## config.mk

```make
export PLATFORM = sky130hd
export DESIGN_NAME = dcf_name_scan_and_allocate_core
export DESIGN_NICKNAME = d
export VERILOG_FILES = /design/src/rtl/core/dcfsa_pkg.sv /design/src/rtl/core/dcf_name_scan_and_allocate_core.sv
export SDC_FILE = /design/constraint.sdc
export NUM_CORES = 1
export LEC_CHECK = 0
export BUFFER_PORTS_ARGS = -buffer_cell sky130_fd_sc_hd__buf_2
export CORE_MARGIN = 3
export CORE_UTILIZATION = 50
export CTS_BUF_LIST = sky130_fd_sc_hd__clkbuf_4 sky130_fd_sc_hd__clkbuf_8
export DETAILED_ROUTE_END_ITERATION = 8
export PLACE_DENSITY = 0.7
export SYNTH_ARGS = -nofsm -noshare
export SYNTH_HDL_FRONTEND = slang
export SYNTH_SLANG_ARGS = --single-unit
export TNS_END_PERCENT = 10
```

## constraint.sdc

```tcl
create_clock -name i_clk -period 7.5 [get_ports i_clk]
set_clock_uncertainty 0.05 [all_clocks]
set_input_delay 0.75 -clock i_clk [delete_from_list [all_inputs] [get_ports i_clk]]
set_output_delay 0.75 -clock i_clk [all_outputs]
set_load 0.02 [all_outputs]
```

## src/rtl/core/dcfsa_pkg.sv

```systemverilog
package dcfsa_pkg;

    typedef enum logic [1:0] {
        CMD_BEGIN  = 2'd0,
        CMD_CHAR   = 2'd1,
        CMD_FINISH = 2'd2,
        CMD_NEXT   = 2'd3
    } t_cmd;

    typedef enum logic [1:0] {
        KIND_VERDICT = 2'd0,
        KIND_STATUS  = 2'd1,
        KIND_PATH    = 2'd2
    } t_kind;

    typedef struct packed {
        t_cmd        command;
        logic [7:0]  character;
        logic        is_directory;
        logic        top_level;
        logic        name_last;
    } t_in_beat;

    typedef struct packed {
        t_kind       kind;
        logic        matched;
        logic [13:0] number;
        logic        status;
        logic [7:0]  path_char;
        logic        last;
    } t_out_beat;

    // APB register map, 8-byte stride
    localparam int ADDR_W = 5;
    localparam int DATA_W = 64;

    localparam logic [1:0] REG_PREFIX = 2'd0;
    localparam logic [1:0] REG_TAG    = 2'd1;
    localparam logic [1:0] REG_EXT    = 2'd2;

    localparam logic [31:0] PREFIX_RST = 32'd1178813526;
    localparam logic [39:0] TAG_RST    = 40'd301776262738;
    localparam logic [23:0] EXT_RST    = 24'd4281929;

    localparam logic [13:0] NUM_MAX       = 14'd9999;
    localparam logic [13:0] DIR_MIN       = 14'd100;
    localparam logic [13:0] SESSION_MAX   = 14'd999;
    localparam logic [13:0] SESSION_FIRST = 14'd100;
    localparam logic [11:0] SESSION_FIRST_BCD = 12'h100;

    localparam int          PATH_IDX_W = 5;
    localparam logic [4:0]  PATH_LAST  = 5'd26;

    localparam logic [47:0] PATH_HEAD = "/DCIM/";
    localparam logic [7:0]  CH_SLASH  = 8'h2F;
    localparam logic [7:0]  CH_DOT    = 8'h2E;
    localparam logic [7:0]  CH_ZERO   = 8'h30;
    localparam logic [7:0]  CH_NINE   = 8'h39;

endpackage

```

## src/rtl/core/dcf_name_scan_and_allocate_core.sv

```systemverilog
// channel | handshake                    | payload
// --------+------------------------------+------------------------------
// in      | i_in_valid / o_in_ready      | i_in_data  (t_in_beat)
// out     | o_out_valid / i_out_ready    | o_out_data (t_out_beat)
// cfg     | psel, penable, pwrite, pready| paddr, pwdata, prdata (64 bit)
//
// Every command is handled in the cycle it is accepted and any result it gives
// lands in the output register, so one beat per cycle is taken while that
// register is free or being drained. A next-clip command holds the input while
// the path characters go out one per cycle from a 5-bit index counter.
// Reset is synchronous; no clearing pass is needed. Backpressure on the output
// stalls both the path stream and the input.
module dcf_name_scan_and_allocate_core (
    input  logic                          i_clk,
    input  logic                          i_rst_n,
    input  logic                          i_in_valid,
    output logic                          o_in_ready,
    input  dcfsa_pkg::t_in_beat           i_in_data,
    output logic                          o_out_valid,
    input  logic                          i_out_ready,
    output dcfsa_pkg::t_out_beat          o_out_data,
    input  logic                          psel,
    input  logic                          penable,
    input  logic                          pwrite,
    input  logic [dcfsa_pkg::ADDR_W-1:0]  paddr,
    input  logic [dcfsa_pkg::DATA_W-1:0]  pwdata,
    output logic [dcfsa_pkg::DATA_W-1:0]  prdata,
    output logic                          pready
);
    import dcfsa_pkg::*;

    logic [31:0] r_prefix;
    logic [39:0] r_tag;
    logic [23:0] r_ext;

    // binary copies for compares, BCD copies for printing
    logic [13:0] r_hdir,    n_hdir;
    logic [15:0] r_hdir_bcd, n_hdir_bcd;
    logic [13:0] r_hidx,    n_hidx;
    logic [15:0] r_hidx_bcd, n_hidx_bcd;
    logic [13:0] r_sess,    n_sess;
    logic [11:0] r_sess_bcd, n_sess_bcd;
    logic [13:0] r_clip,    n_clip;
    logic [15:0] r_clip_bcd, n_clip_bcd;

    logic [3:0]  r_pos,  n_pos;
    logic [13:0] r_dv,   n_dv;
    logic [15:0] r_dv_bcd, n_dv_bcd;
    logic        r_ok,   n_ok;

    logic                  r_stream, n_stream;
    logic [PATH_IDX_W-1:0] r_idx,    n_idx;

    logic        r_ov, n_ov;
    t_out_beat   r_out, n_out;

    logic        w_slot_free;
    logic        w_accept;
    logic [7:0]  w_pc_stream;
    logic [7:0]  w_pc_first;

    function automatic logic [15:0] bcd_inc(input logic [15:0] v);
        logic [15:0] res;
        logic        carry;
        res   = v;
        carry = 1'b1;
        for (int k = 0; k < 4; k++) begin
            if (carry) begin
                if (v[4*k +: 4] == 4'd9) begin
                    res[4*k +: 4] = 4'd0;
                end else begin
                    res[4*k +: 4] = v[4*k +: 4] + 4'd1;
                    carry = 1'b0;
                end
            end
        end
        return res;
    endfunction

    function automatic logic [7:0] tag_char(input logic [39:0] t, input logic [2:0] i);
        logic [7:0] c;
        unique case (i)
            3'd0:    c = t[39:32];
            3'd1:    c = t[31:24];
            3'd2:    c = t[23:16];
            3'd3:    c = t[15:8];
            3'd4:    c = t[7:0];
            default: c = 8'd0;
        endcase
        return c;
    endfunction

    function automatic logic [7:0] prefix_char(input logic [31:0] p, input logic [1:0] i);
        return p[8*(3 - int'(i)) +: 8];
    endfunction

    function automatic logic [7:0] ext_char(input logic [23:0] e, input logic [1:0] i);
        logic [7:0] c;
        unique case (i)
            2'd0:    c = e[23:16];
            2'd1:    c = e[15:8];
            2'd2:    c = e[7:0];
            default: c = 8'd0;
        endcase
        return c;
    endfunction

    function automatic logic [7:0] head_char(input logic [2:0] i);
        logic [7:0] c;
        unique case (i)
            3'd0:    c = PATH_HEAD[47:40];
            3'd1:    c = PATH_HEAD[39:32];
            3'd2:    c = PATH_HEAD[31:24];
            3'd3:    c = PATH_HEAD[23:16];
            3'd4:    c = PATH_HEAD[15:8];
            3'd5:    c = PATH_HEAD[7:0];
            default: c = 8'd0;
        endcase
        return c;
    endfunction

    // "/DCIM/" sss tag "/" prefix cccc "." ext
    function automatic logic [7:0] path_char_at(
        input logic [PATH_IDX_W-1:0] idx,
        input logic [11:0]           sess_bcd,
        input logic [15:0]           clip_bcd,
        input logic [39:0]           tag,
        input logic [31:0]           prefix,
        input logic [23:0]           ext
    );
        logic [7:0]            c;
        logic [PATH_IDX_W-1:0] off;
        c   = 8'd0;
        off = '0;
        priority if (idx < 5'd6) begin
            c = head_char(idx[2:0]);
        end else if (idx < 5'd9) begin
            off = idx - 5'd6;
            c   = {4'h3, sess_bcd[4*(2 - int'(off[1:0])) +: 4]};
        end else if (idx < 5'd14) begin
            off = idx - 5'd9;
            c   = tag_char(tag, off[2:0]);
        end else if (idx == 5'd14) begin
            c = CH_SLASH;
        end else if (idx < 5'd19) begin
            off = idx - 5'd15;
            c   = prefix_char(prefix, off[1:0]);
        end else if (idx < 5'd23) begin
            off = idx - 5'd19;
            c   = {4'h3, clip_bcd[4*(3 - int'(off[1:0])) +: 4]};
        end else if (idx == 5'd23) begin
            c = CH_DOT;
        end else begin
            off = idx - 5'd24;
            c   = ext_char(ext, off[1:0]);
        end
        return c;
    endfunction

    // ---------------- configuration ----------------
    assign pready = 1'b1;

    always_ff @(posedge i_clk) begin
        if (!i_rst_n) begin
            r_prefix <= PREFIX_RST;
            r_tag    <= TAG_RST;
            r_ext    <= EXT_RST;
        end else if (psel && penable && pwrite) begin
            unique case (paddr[4:3])
                REG_PREFIX: r_prefix <= pwdata[31:0];
                REG_TAG:    r_tag    <= pwdata[39:0];
                REG_EXT:    r_ext    <= pwdata[23:0];
                default: ;
            endcase
        end
    end

    always_comb begin
        unique case (paddr[4:3])
            REG_PREFIX: prdata = {32'd0, r_prefix};
            REG_TAG:    prdata = {24'd0, r_tag};
            REG_EXT:    prdata = {40'd0, r_ext};
            default:    prdata = '0;
        endcase
    end

    // ---------------- datapath ----------------
    assign w_slot_free = !r_ov || i_out_ready;
    assign o_in_ready  = !r_stream && w_slot_free;
    assign w_accept    = i_in_valid && o_in_ready;

    assign w_pc_stream = path_char_at(r_idx, r_sess_bcd, r_clip_bcd, r_tag, r_prefix, r_ext);
    assign w_pc_first  = path_char_at('0, r_sess_bcd, r_clip_bcd, r_tag, r_prefix, r_ext);

    always_comb begin
        logic        top;
        logic [7:0]  c;
        logic        num_char;
        logic        add;
        logic        fresh;
        logic [16:0] acc;
        logic        m;
        logic [15:0] inc;

        n_hdir     = r_hdir;
        n_hdir_bcd = r_hdir_bcd;
        n_hidx     = r_hidx;
        n_hidx_bcd = r_hidx_bcd;
        n_sess     = r_sess;
        n_sess_bcd = r_sess_bcd;
        n_clip     = r_clip;
        n_clip_bcd = r_clip_bcd;
        n_pos      = r_pos;
        n_dv       = r_dv;
        n_dv_bcd   = r_dv_bcd;
        n_ok       = r_ok;
        n_stream   = r_stream;
        n_idx      = r_idx;
        n_ov       = r_ov && !i_out_ready;
        n_out      = r_out;

        top      = i_in_data.top_level;
        c        = i_in_data.character;
        num_char = (c >= CH_ZERO) && (c <= CH_NINE);
        add      = 1'b0;
        fresh    = 1'b0;
        acc      = '0;
        m        = 1'b0;
        inc      = '0;

        if (r_stream && w_slot_free) begin
            n_ov            = 1'b1;
            n_out           = '0;
            n_out.kind      = KIND_PATH;
            n_out.path_char = w_pc_stream;
            n_out.last      = (r_idx == PATH_LAST);
            n_idx           = r_idx + 5'd1;
            if (r_idx == PATH_LAST) begin
                n_stream   = 1'b0;
                n_clip     = r_clip + 14'd1;
                n_clip_bcd = bcd_inc(r_clip_bcd);
            end
        end else if (w_accept) begin
            unique case (i_in_data.command)
                CMD_BEGIN: begin
                    n_hdir     = '0;
                    n_hdir_bcd = '0;
                    n_hidx     = '0;
                    n_hidx_bcd = '0;
                    n_pos      = '0;
                    n_dv       = '0;
                    n_dv_bcd   = '0;
                    n_ok       = 1'b1;
                end
                CMD_CHAR: begin
                    if (top) begin
                        if (r_pos < 4'd3) begin
                            add   = num_char;
                            fresh = (r_pos == 4'd0);
                            if (!num_char) n_ok = 1'b0;
                        end else if (r_pos < 4'd8) begin
                            if (c != tag_char(r_tag, 3'(r_pos - 4'd3))) n_ok = 1'b0;
                        end else begin
                            n_ok = 1'b0;
                        end
                    end else begin
                        if (r_pos < 4'd4) begin
                            if (c != prefix_char(r_prefix, r_pos[1:0])) n_ok = 1'b0;
                        end else if (r_pos < 4'd8) begin
                            add   = num_char;
                            fresh = (r_pos == 4'd4);
                            if (!num_char) n_ok = 1'b0;
                        end else if (r_pos == 4'd8) begin
                            if (c != CH_DOT) n_ok = 1'b0;
                        end else if (r_pos < 4'd12) begin
                            if (c != ext_char(r_ext, 2'(r_pos - 4'd9))) n_ok = 1'b0;
                        end else begin
                            n_ok = 1'b0;
                        end
                    end

                    if (add) begin
                        if (fresh) begin
                            n_dv     = {10'd0, c[3:0]};
                            n_dv_bcd = {12'd0, c[3:0]};
                        end else begin
                            acc = 17'({3'd0, r_dv} * 17'd10) + {13'd0, c[3:0]};
                            if (acc > {3'd0, NUM_MAX}) begin
                                n_ok     = 1'b0;
                                n_dv     = NUM_MAX;
                                n_dv_bcd = 16'h9999;
                            end else begin
                                n_dv     = acc[13:0];
                                n_dv_bcd = {r_dv_bcd[11:0], c[3:0]};
                            end
                        end
                    end

                    if (!i_in_data.name_last) begin
                        n_pos = (r_pos == 4'd15) ? 4'd15 : r_pos + 4'd1;
                    end else begin
                        if (top) begin
                            if (n_ok && r_pos == 4'd7 && i_in_data.is_directory
                                && n_dv >= DIR_MIN) begin
                                m = 1'b1;
                                if (n_dv > r_hdir) begin
                                    n_hdir     = n_dv;
                                    n_hdir_bcd = n_dv_bcd;
                                end
                            end
                        end else begin
                            if (n_ok && r_pos == 4'd11 && !i_in_data.is_directory) begin
                                m = 1'b1;
                                if (n_dv > r_hidx) begin
                                    n_hidx     = n_dv;
                                    n_hidx_bcd = n_dv_bcd;
                                end
                            end
                        end
                        n_ov          = 1'b1;
                        n_out         = '0;
                        n_out.kind    = KIND_VERDICT;
                        n_out.matched = m;
                        n_out.number  = m ? n_dv : 14'd0;
                        n_out.last    = 1'b1;
                        n_pos         = '0;
                        n_dv          = '0;
                        n_dv_bcd      = '0;
                        n_ok          = 1'b1;
                    end
                end
                CMD_FINISH: begin
                    if (r_hdir == '0) begin
                        n_sess     = SESSION_FIRST;
                        n_sess_bcd = SESSION_FIRST_BCD;
                    end else begin
                        n_sess     = r_hdir + 14'd1;
                        inc        = bcd_inc(r_hdir_bcd);
                        n_sess_bcd = inc[11:0];
                    end
                    n_clip       = r_hidx + 14'd1;
                    n_clip_bcd   = bcd_inc(r_hidx_bcd);
                    n_pos        = '0;
                    n_dv         = '0;
                    n_dv_bcd     = '0;
                    n_ok         = 1'b1;
                    n_ov         = 1'b1;
                    n_out        = '0;
                    n_out.kind   = KIND_STATUS;
                    n_out.status = (n_sess > SESSION_MAX);
                    n_out.last   = 1'b1;
                end
                CMD_NEXT: begin
                    n_ov  = 1'b1;
                    n_out = '0;
                    if (r_sess > SESSION_MAX || r_clip > NUM_MAX) begin
                        n_out.kind   = KIND_STATUS;
                        n_out.status = 1'b1;
                        n_out.last   = 1'b1;
                    end else begin
                        // first character goes out now, the rest stream from index 1
                        n_out.kind      = KIND_PATH;
                        n_out.path_char = w_pc_first;
                        n_stream        = 1'b1;
                        n_idx           = 5'd1;
                    end
                end
                default: ;
            endcase
        end
    end

    always_ff @(posedge i_clk) begin
        if (!i_rst_n) begin
            r_hdir     <= '0;
            r_hdir_bcd <= '0;
            r_hidx     <= '0;
            r_hidx_bcd <= '0;
            r_sess     <= SESSION_FIRST;
            r_sess_bcd <= SESSION_FIRST_BCD;
            r_clip     <= 14'd1;
            r_clip_bcd <= 16'h0001;
            r_pos      <= '0;
            r_dv       <= '0;
            r_dv_bcd   <= '0;
            r_ok       <= 1'b1;
            r_stream   <= 1'b0;
            r_idx      <= '0;
            r_ov       <= 1'b0;
        end else begin
            r_hdir     <= n_hdir;
            r_hdir_bcd <= n_hdir_bcd;
            r_hidx     <= n_hidx;
            r_hidx_bcd <= n_hidx_bcd;
            r_sess     <= n_sess;
            r_sess_bcd <= n_sess_bcd;
            r_clip     <= n_clip;
            r_clip_bcd <= n_clip_bcd;
            r_pos      <= n_pos;
            r_dv       <= n_dv;
            r_dv_bcd   <= n_dv_bcd;
            r_ok       <= n_ok;
            r_stream   <= n_stream;
            r_idx      <= n_idx;
            r_ov       <= n_ov;
        end
    end

    always_ff @(posedge i_clk) begin
        r_out <= n_out;
    end

    assign o_out_valid = r_ov;
    assign o_out_data  = r_out;

endmodule
```

# Word-level counts from Yosys, hierarchy flattened
# Cells that the tools add are included.
# op_classes
bitwise	1
n_eq_ne	58
magnitude_cmp	18
n_mul	1
addsub	28
shifts	4
n_reduce_logical	52
mux	193
# op_table
op	n
14-bit two-way mux	24
16-bit two-way mux	12
8-bit two-way mux	21
40-bit one-hot mux with 3 select lines	1
1-bit two-way mux	85
4-bit two-way mux	21
14-bit one-hot mux with 2 select lines	3
27-bit one-hot mux with 3 select lines	1
8-bit one-hot mux with 5 select lines	2
16-bit one-hot mux with 2 select lines	2
32-bit by 6-bit indexed part select with 8-bit output	2
12-bit two-way mux	5
4-bit == test (second input constant)	14
4-bit by 1-bit adder with 4-bit output (second input constant)	12
8-bit one-hot mux with 3 select lines	2
14-bit by 1-bit adder with 14-bit output (second input constant)	3
7-bit one-hot mux with 5 select lines	1
14-bit by 10-bit > comparator with 1-bit output (second input constant)	2
14-bit > comparator	2
27-bit two-way mux	1
8-bit != test	3
12-bit one-hot mux with 2 select lines	1
5-bit two-way mux	4
3-bit by 2-bit == test with 1-bit output (second input constant)	6
53 further kinds	125
# word_totals
output_inout_bits	94
word_cells	382
in_bits	89
regBits	277

# Longest topological paths before layout
# logic_depth
depth_word	38
depth_mapped	34
depth_no_buf	29

# Worst setup path before layout
# Ideal clock, no wire load.
# synth_path
kind	register -> register
start	register r_dv[1]
end	register r_hidx[1]
required_time_ns	7.374
t_arrival_ns	6.137
path_buffers	4
slack_ns	1.238
setup_time_ns	0.076
period_less_slack_ns	6.262
path_stages_with_launch	34
cell_sequence	dfxtp_1 ha_1 ha_1 inv_1 fa_1 nand2b_1 a21oi_1 and4_1 buf_2 nand3_2 nor3_1 nand3_1 and4bb_1 o21ai_1 buf_6 inv_1 nand2_1 o21ai_0 ha_1 a21o_1 a21o_1 a21o_1 a21o_1 a21o_1 a21oi_1 o21ai_0 o221ai_1 nand3b_1 mux2_2 nor2_1 or3_1 clkbuf_1 buf_2 o22ai_1
# synth_between
elab_chain_cells	14
elab_cells_between_ends	26
cone_classes	add/sub: 1; mul: 1; order compare: 2; eq/ne: 2; mux: 17; reduce/logical: 3
# synth_rtl
element	line_no	source
start: declaration	dcf_name_scan_and_allocate_core.sv:47	logic [13:0] r_dv, n_dv;
start signal: assignment	dcf_name_scan_and_allocate_core.sv:400	r_dv <= n_dv;
branches (longest 14 deep; another with 17-bit by 4-bit adder with 17-bit output)	-	
end signal: assignment	dcf_name_scan_and_allocate_core.sv:393	r_hidx <= n_hidx;
end: declaration	dcf_name_scan_and_allocate_core.sv:39	logic [13:0] r_hidx, n_hidx;
# Several ways; the timed one is not identified. The select of a mux whose other input is x is not followed.
# A chain may end at the register's enable or synchronous reset.

# Worst setup path after layout
# layout_path
start	register r_dv[1]
end	register r_hdir[11]
# layout_between
elab_chain_cells	14
elab_cells_between_ends	28
cone_classes	add/sub: 1; mul: 1; order compare: 3; eq/ne: 2; mux: 17; reduce/logical: 4
# layout_rtl
element	line_no	source
branches (longest 14 deep; another with 17-bit by 4-bit adder with 17-bit output)	-	
end signal: assignment	dcf_name_scan_and_allocate_core.sv:391	r_hdir <= n_hdir;
end: declaration	dcf_name_scan_and_allocate_core.sv:37	logic [13:0] r_hdir, n_hdir;
# Several ways; the timed one is not identified. The select of a mux whose other input is x is not followed.

==> run_results.csv <==
group,metric,value,unit
status,failed_checks,"DRC",
timing,drv_slew,0,
floorplanning,coreArea,0.03378,sq mm
cts,cts_made_buffers,48,
global_routing,first_global_vias,15796,
pwr,leakage,7.351,nW
pwr,peakVddDrop,0.1240,mV
pwr,switchingPower,1.004,mW
drt,detail_route.wl_per_cell,19.93,um
cells_and_area,layout.nets,2463,
setup_path,cp_max_fo,26,
min_path,hold_depth,3,
placed_design,routabilityCongestion,0.9497,
floorplanning,fp.dieH,191.9,um
pwr,p_int,2.448,mW
global_routing,antenna_found_initial,0,
yosys,synth_edf_count,9,
cts,clk_pin_slew,0.06,ns
drt,wl,55250,um
setup_path,reg2reg_setup_slack,0.51,ns
setup_path,cp-end-kind,"register",
timing,grt_setup_unrepaired,"no",
min_path,hp-start,"pwdata[33]",
yosys,yosys_warnings,0,
drt,drt_pass1_iterations,9,
min_path,min_to,"r_tag[33]",
timing,relSlewSlack,23.96,%
pwr,p_comb_share,13.9,%
timing,fin_tns_setup,0,ns
cts,hold_buffers,0,
timing,hold_violations,0,
yosys,synthSimpleGateAreaFrac,21.75,%
drt,initialDrtViolationCount,1985,
cts,cts_setup_buffers,0,
setup_path,cp_slowest_cell,"a22o_1",
yosys,synth_top_family_by_area,"compound AO/OA/AOI/OAI gates",
drt,drc,3,
yosys,syn_inst,2235,
yosys,ys_types,91,
floorplanning,rows,67,
yosys,async_flop_share,0,%
cts,root_buffer,"clkbuf_8",
placed_design,portBuffers,130,
cells_and_area,drive_gt1_share,13.16,%
floorplanning,die_area,0.03684,sq mm
yosys,synthMuxAreaShare,5.776,%
drt,final_antenna_net_count,0,
pwr,power_density,181.4,mW/mm^2
drt,met3_length,5006,um
setup_path,ff2ff_path_depth,28,
min_path,hp-class,"input port to register",
placed_design,pre_cts_ws,0.4704,ns
cells_and_area,num_antenna_cells,0,
timing,final.min_clock_period,6.993,ns
cts,ctsLongestPathBuffers,3,
floorplanning,die_width,191.9,um
timing,max_freq,143.0,MHz
cells_and_area,area_growth,10.08,%
global_routing,grt_overflow,0,
cts,htreeDepth,2,
yosys,synthesis.area,0.01729,sq mm
drt,drt-vias-per-instance,6.216,
timing,period_share,93.24,%
setup_path,max_stage_delay,0.79,ns
yosys,synth_top_flop_cell,"dfxtp_1",
pwr,swShare,29.08,%
drt,drt-met1-wl,24260,um
timing,worst_pin_slew,1.141,ns
setup_path,cp-start-kind,"register",
drt,highest_layer,"met4",
setup_path,r2r_end,"r_hdir[11]",
yosys,synth_xor_xnor_area_share,2.932,%
yosys,synth_fa_ha_area_share,5.878,%
status,status,"finished with violations",
global_routing,grt_max_degree,99,
pwr,p_seq_share,44.2,%
cts,post_cts_resized,0,
global_routing,grtUsageTotal,29.34,%
setup_path,setup.worst_path.class,"register to register",
setup_path,cp.arrival,7.48,ns
cts,clk-insertion-delay-late,0.63,ns
timing,setup_viol,0,
pwr,clkPwrFrac,41.9,%
yosys,synth-seq-cells,274,
timing,setup_slack,0.5068,ns
setup_path,required,7.98,ns
floorplanning,start_util,51.16,%
yosys,synth.avg_cell_area,7.734,sq um
yosys,seq_area_frac_synth,32.25,%
yosys,synth_compound_area_share,24.83,%
global_routing,grt_pass1_wl,86650,um
drt,via_count,17238,
cells_and_area,fillers,3201,
placed_design,dpl.hpwl,39130,um
cts,cts.sinks,274,
drt,wl_met2,24270,um
setup_path,crit_path_frequent_cell,"a21o_1",
setup_path,r2r_start,"r_dv[1]",
cts,cts_tree,"built",
job,cap_viol_max_count,0,
floorplanning,io_pins,183,
==> metal layers <==
metal	global-route usage, %	vias to the layer above
met1	41.32	8122
li1	-	8125
met5	0	-
met4	10.16	0
met3	5.676	124
met2	44.89	867
==> cell usage after synthesis (19+ instances only) <==
library cell  instances  area, sq um
mux4_2               20        450.4
clkbuf_1            126        473.0
a31oi_1              20        125.1
dfxtp_1             265         5305
mux2i_1              39        390.4
a22o_1               29        254.0
a21oi_1             174        870.8
buf_4                26        195.2
nand2_1             340         1276
a22oi_1              45        337.8
a222oi_1             30        300.3
a211oi_1             31        232.7
and2_1               20        125.1
a21boi_0             23        172.7
nor2b_1              21        131.4
xnor2_1              43        376.6
nand3_1             113        565.5
ha_1                 78        975.9
o21ai_1              19        95.09
o21ai_0             142        710.7
nor2_1              179        671.9
nand4_1              19        118.9
o22ai_1              26        162.7
inv_1                85        319.1
nor3_1               49        245.2
==> logic make-up (layout without fill, tap and decap cells) <==
kind of cell / Yosys count / count (layout)
simple gates: 829 / 829
compound gates: 658 / 658
flops: 274 / 274
buf+inv: 262 / 329
fa+ha+maj: 80 / 80
mux: 73 / 73
xor+xnor: 57 / 57
other cells: 2 / 25
==> area by class of cell <==
| type | count | area, sq um | share of cell area [%] |
|---|---|---|---|
| multi-input combinational | 1722 | 10690 | 56.17 |
| sequential | 274 | 5575 | 29.30 |
| timing repair buffer | 163 | 898.4 | 4.721 |
| clock buffer | 68 | 860.8 | 4.524 |
| tap | 448 | 560.5 | 2.946 |
| inverter | 85 | 321.6 | 1.690 |
| clock inverter | 13 | 123.9 | 0.6510 |
==> power by group through the flow <==
| stage | registers (mW) | logic [mW] | clock network (mW) |
|---|---|---|---|
| floorplan | 1.57 | 0.311 | 0 |
| global placement | 1.56 | 0.463 | 0 |
| detailed placement | 1.56 | 0.468 | 0 |
| CTS | 1.53 | 0.469 | 1.47 |
| global route | 1.53 | 0.514 | 1.53 |
| finish | 1.53 | 0.480 | 1.45 |
==> sequential cells by signal (all words and copies together) (netlist names), 14 cells and up <==
| register | flops |
|---|---|
| r_dv | 14 |
| r_tag | 40 |
| r_hdir | 14 |
| r_hidx | 14 |
| r_clip | 14 |
| r_dv_bcd | 16 |
| r_prefix | 32 |
| o_out_data | 27 |
| r_ext | 24 |
| r_clip_bcd | 16 |
| r_hidx_bcd | 16 |
==> worst max-delay path by stage <==
| stage | startpoint | endpoint | slack [ns] |
|---|---|---|---|
| 6_report | r_dv[1] | r_hdir[11] | 0.51 |
| 3_5_place_dp | r_dv[1] | r_hidx_bcd[3] | 0.47 |
| 2_1_floorplan | r_dv[1] | r_hidx[1] | 1.24 |
| 3_3_place_gp | i_in_data[4] | r_hidx_bcd[3] | 0.61 |
| 5_1_grt | r_dv[1] | r_hdir[5] | 0.001 |
| 4_1_cts | r_dv[1] | r_hidx_bcd[3] | 0.45 |
==> worst max-delay path: cells and delay by family (launching register included) <==
| family | cells | cell delay [ns] |
|---|---|---|
| and+or+nand+nor | 8 | 1.64 |
| buffers and inverters | 2 | 0.17 |
| adders and majority gates | 4 | 1.29 |
| DFF | 1 | 0.45 |
| AOI/OAI and AO/OA | 13 | 3.09 |
| muxes | 1 | 0.22 |
==> per-stage QoR <==
step / utilization (%) / power (mW) / hold slack, ns / area (sq um) / instances
after floorplan: - / 1.877 / 0.3922 / 17370 / 2258
after global placement: 53.39 / 2.019 / 0.3705 / 18040 / 2692
after detailed placement: 53.39 / 2.024 / 0.3749 / 18040 / 2692
after CTS: 56.31 / 3.464 / 0.2494 / 19020 / 2773
after global routing: 56.32 / 3.575 / 0.2806 / 19030 / 2773
final: 56.32 / 3.452 / 0.2783 / 19030 / 2773
==> cells in the final DEF (no fill, tap or decap), types with 9 or more instances in the layout <==
cell	instances
nor2_1	179
nor4_1	9
a22o_1	29
a21o_1	18
clkbuf_4	12
nor2b_1	20
a21boi_0	23
o211ai_1	14
a21oi_1	174
mux4_2	20
or3_1	13
buf_2	130
buf_4	33
nand2b_1	16
conb_1	25
a31oi_1	20
and3_1	9
dfxtp_1	265
clkbuf_8	56
xnor2_1	43
nor3_1	48
a211oi_1	31
a22oi_1	45
edfxtp_1	9
nand2_1	339
mux2_2	14
o2bb2ai_1	10
inv_1	84
xor2_1	13
a222oi_1	30
o21ai_0	142
ha_1	78
o21ai_1	19
and2_1	19
nand3_1	113
o31ai_1	10
nand4_1	19
o22ai_1	26
mux2i_1	39
Note: power is estimated with default switching activity, not from simulation.
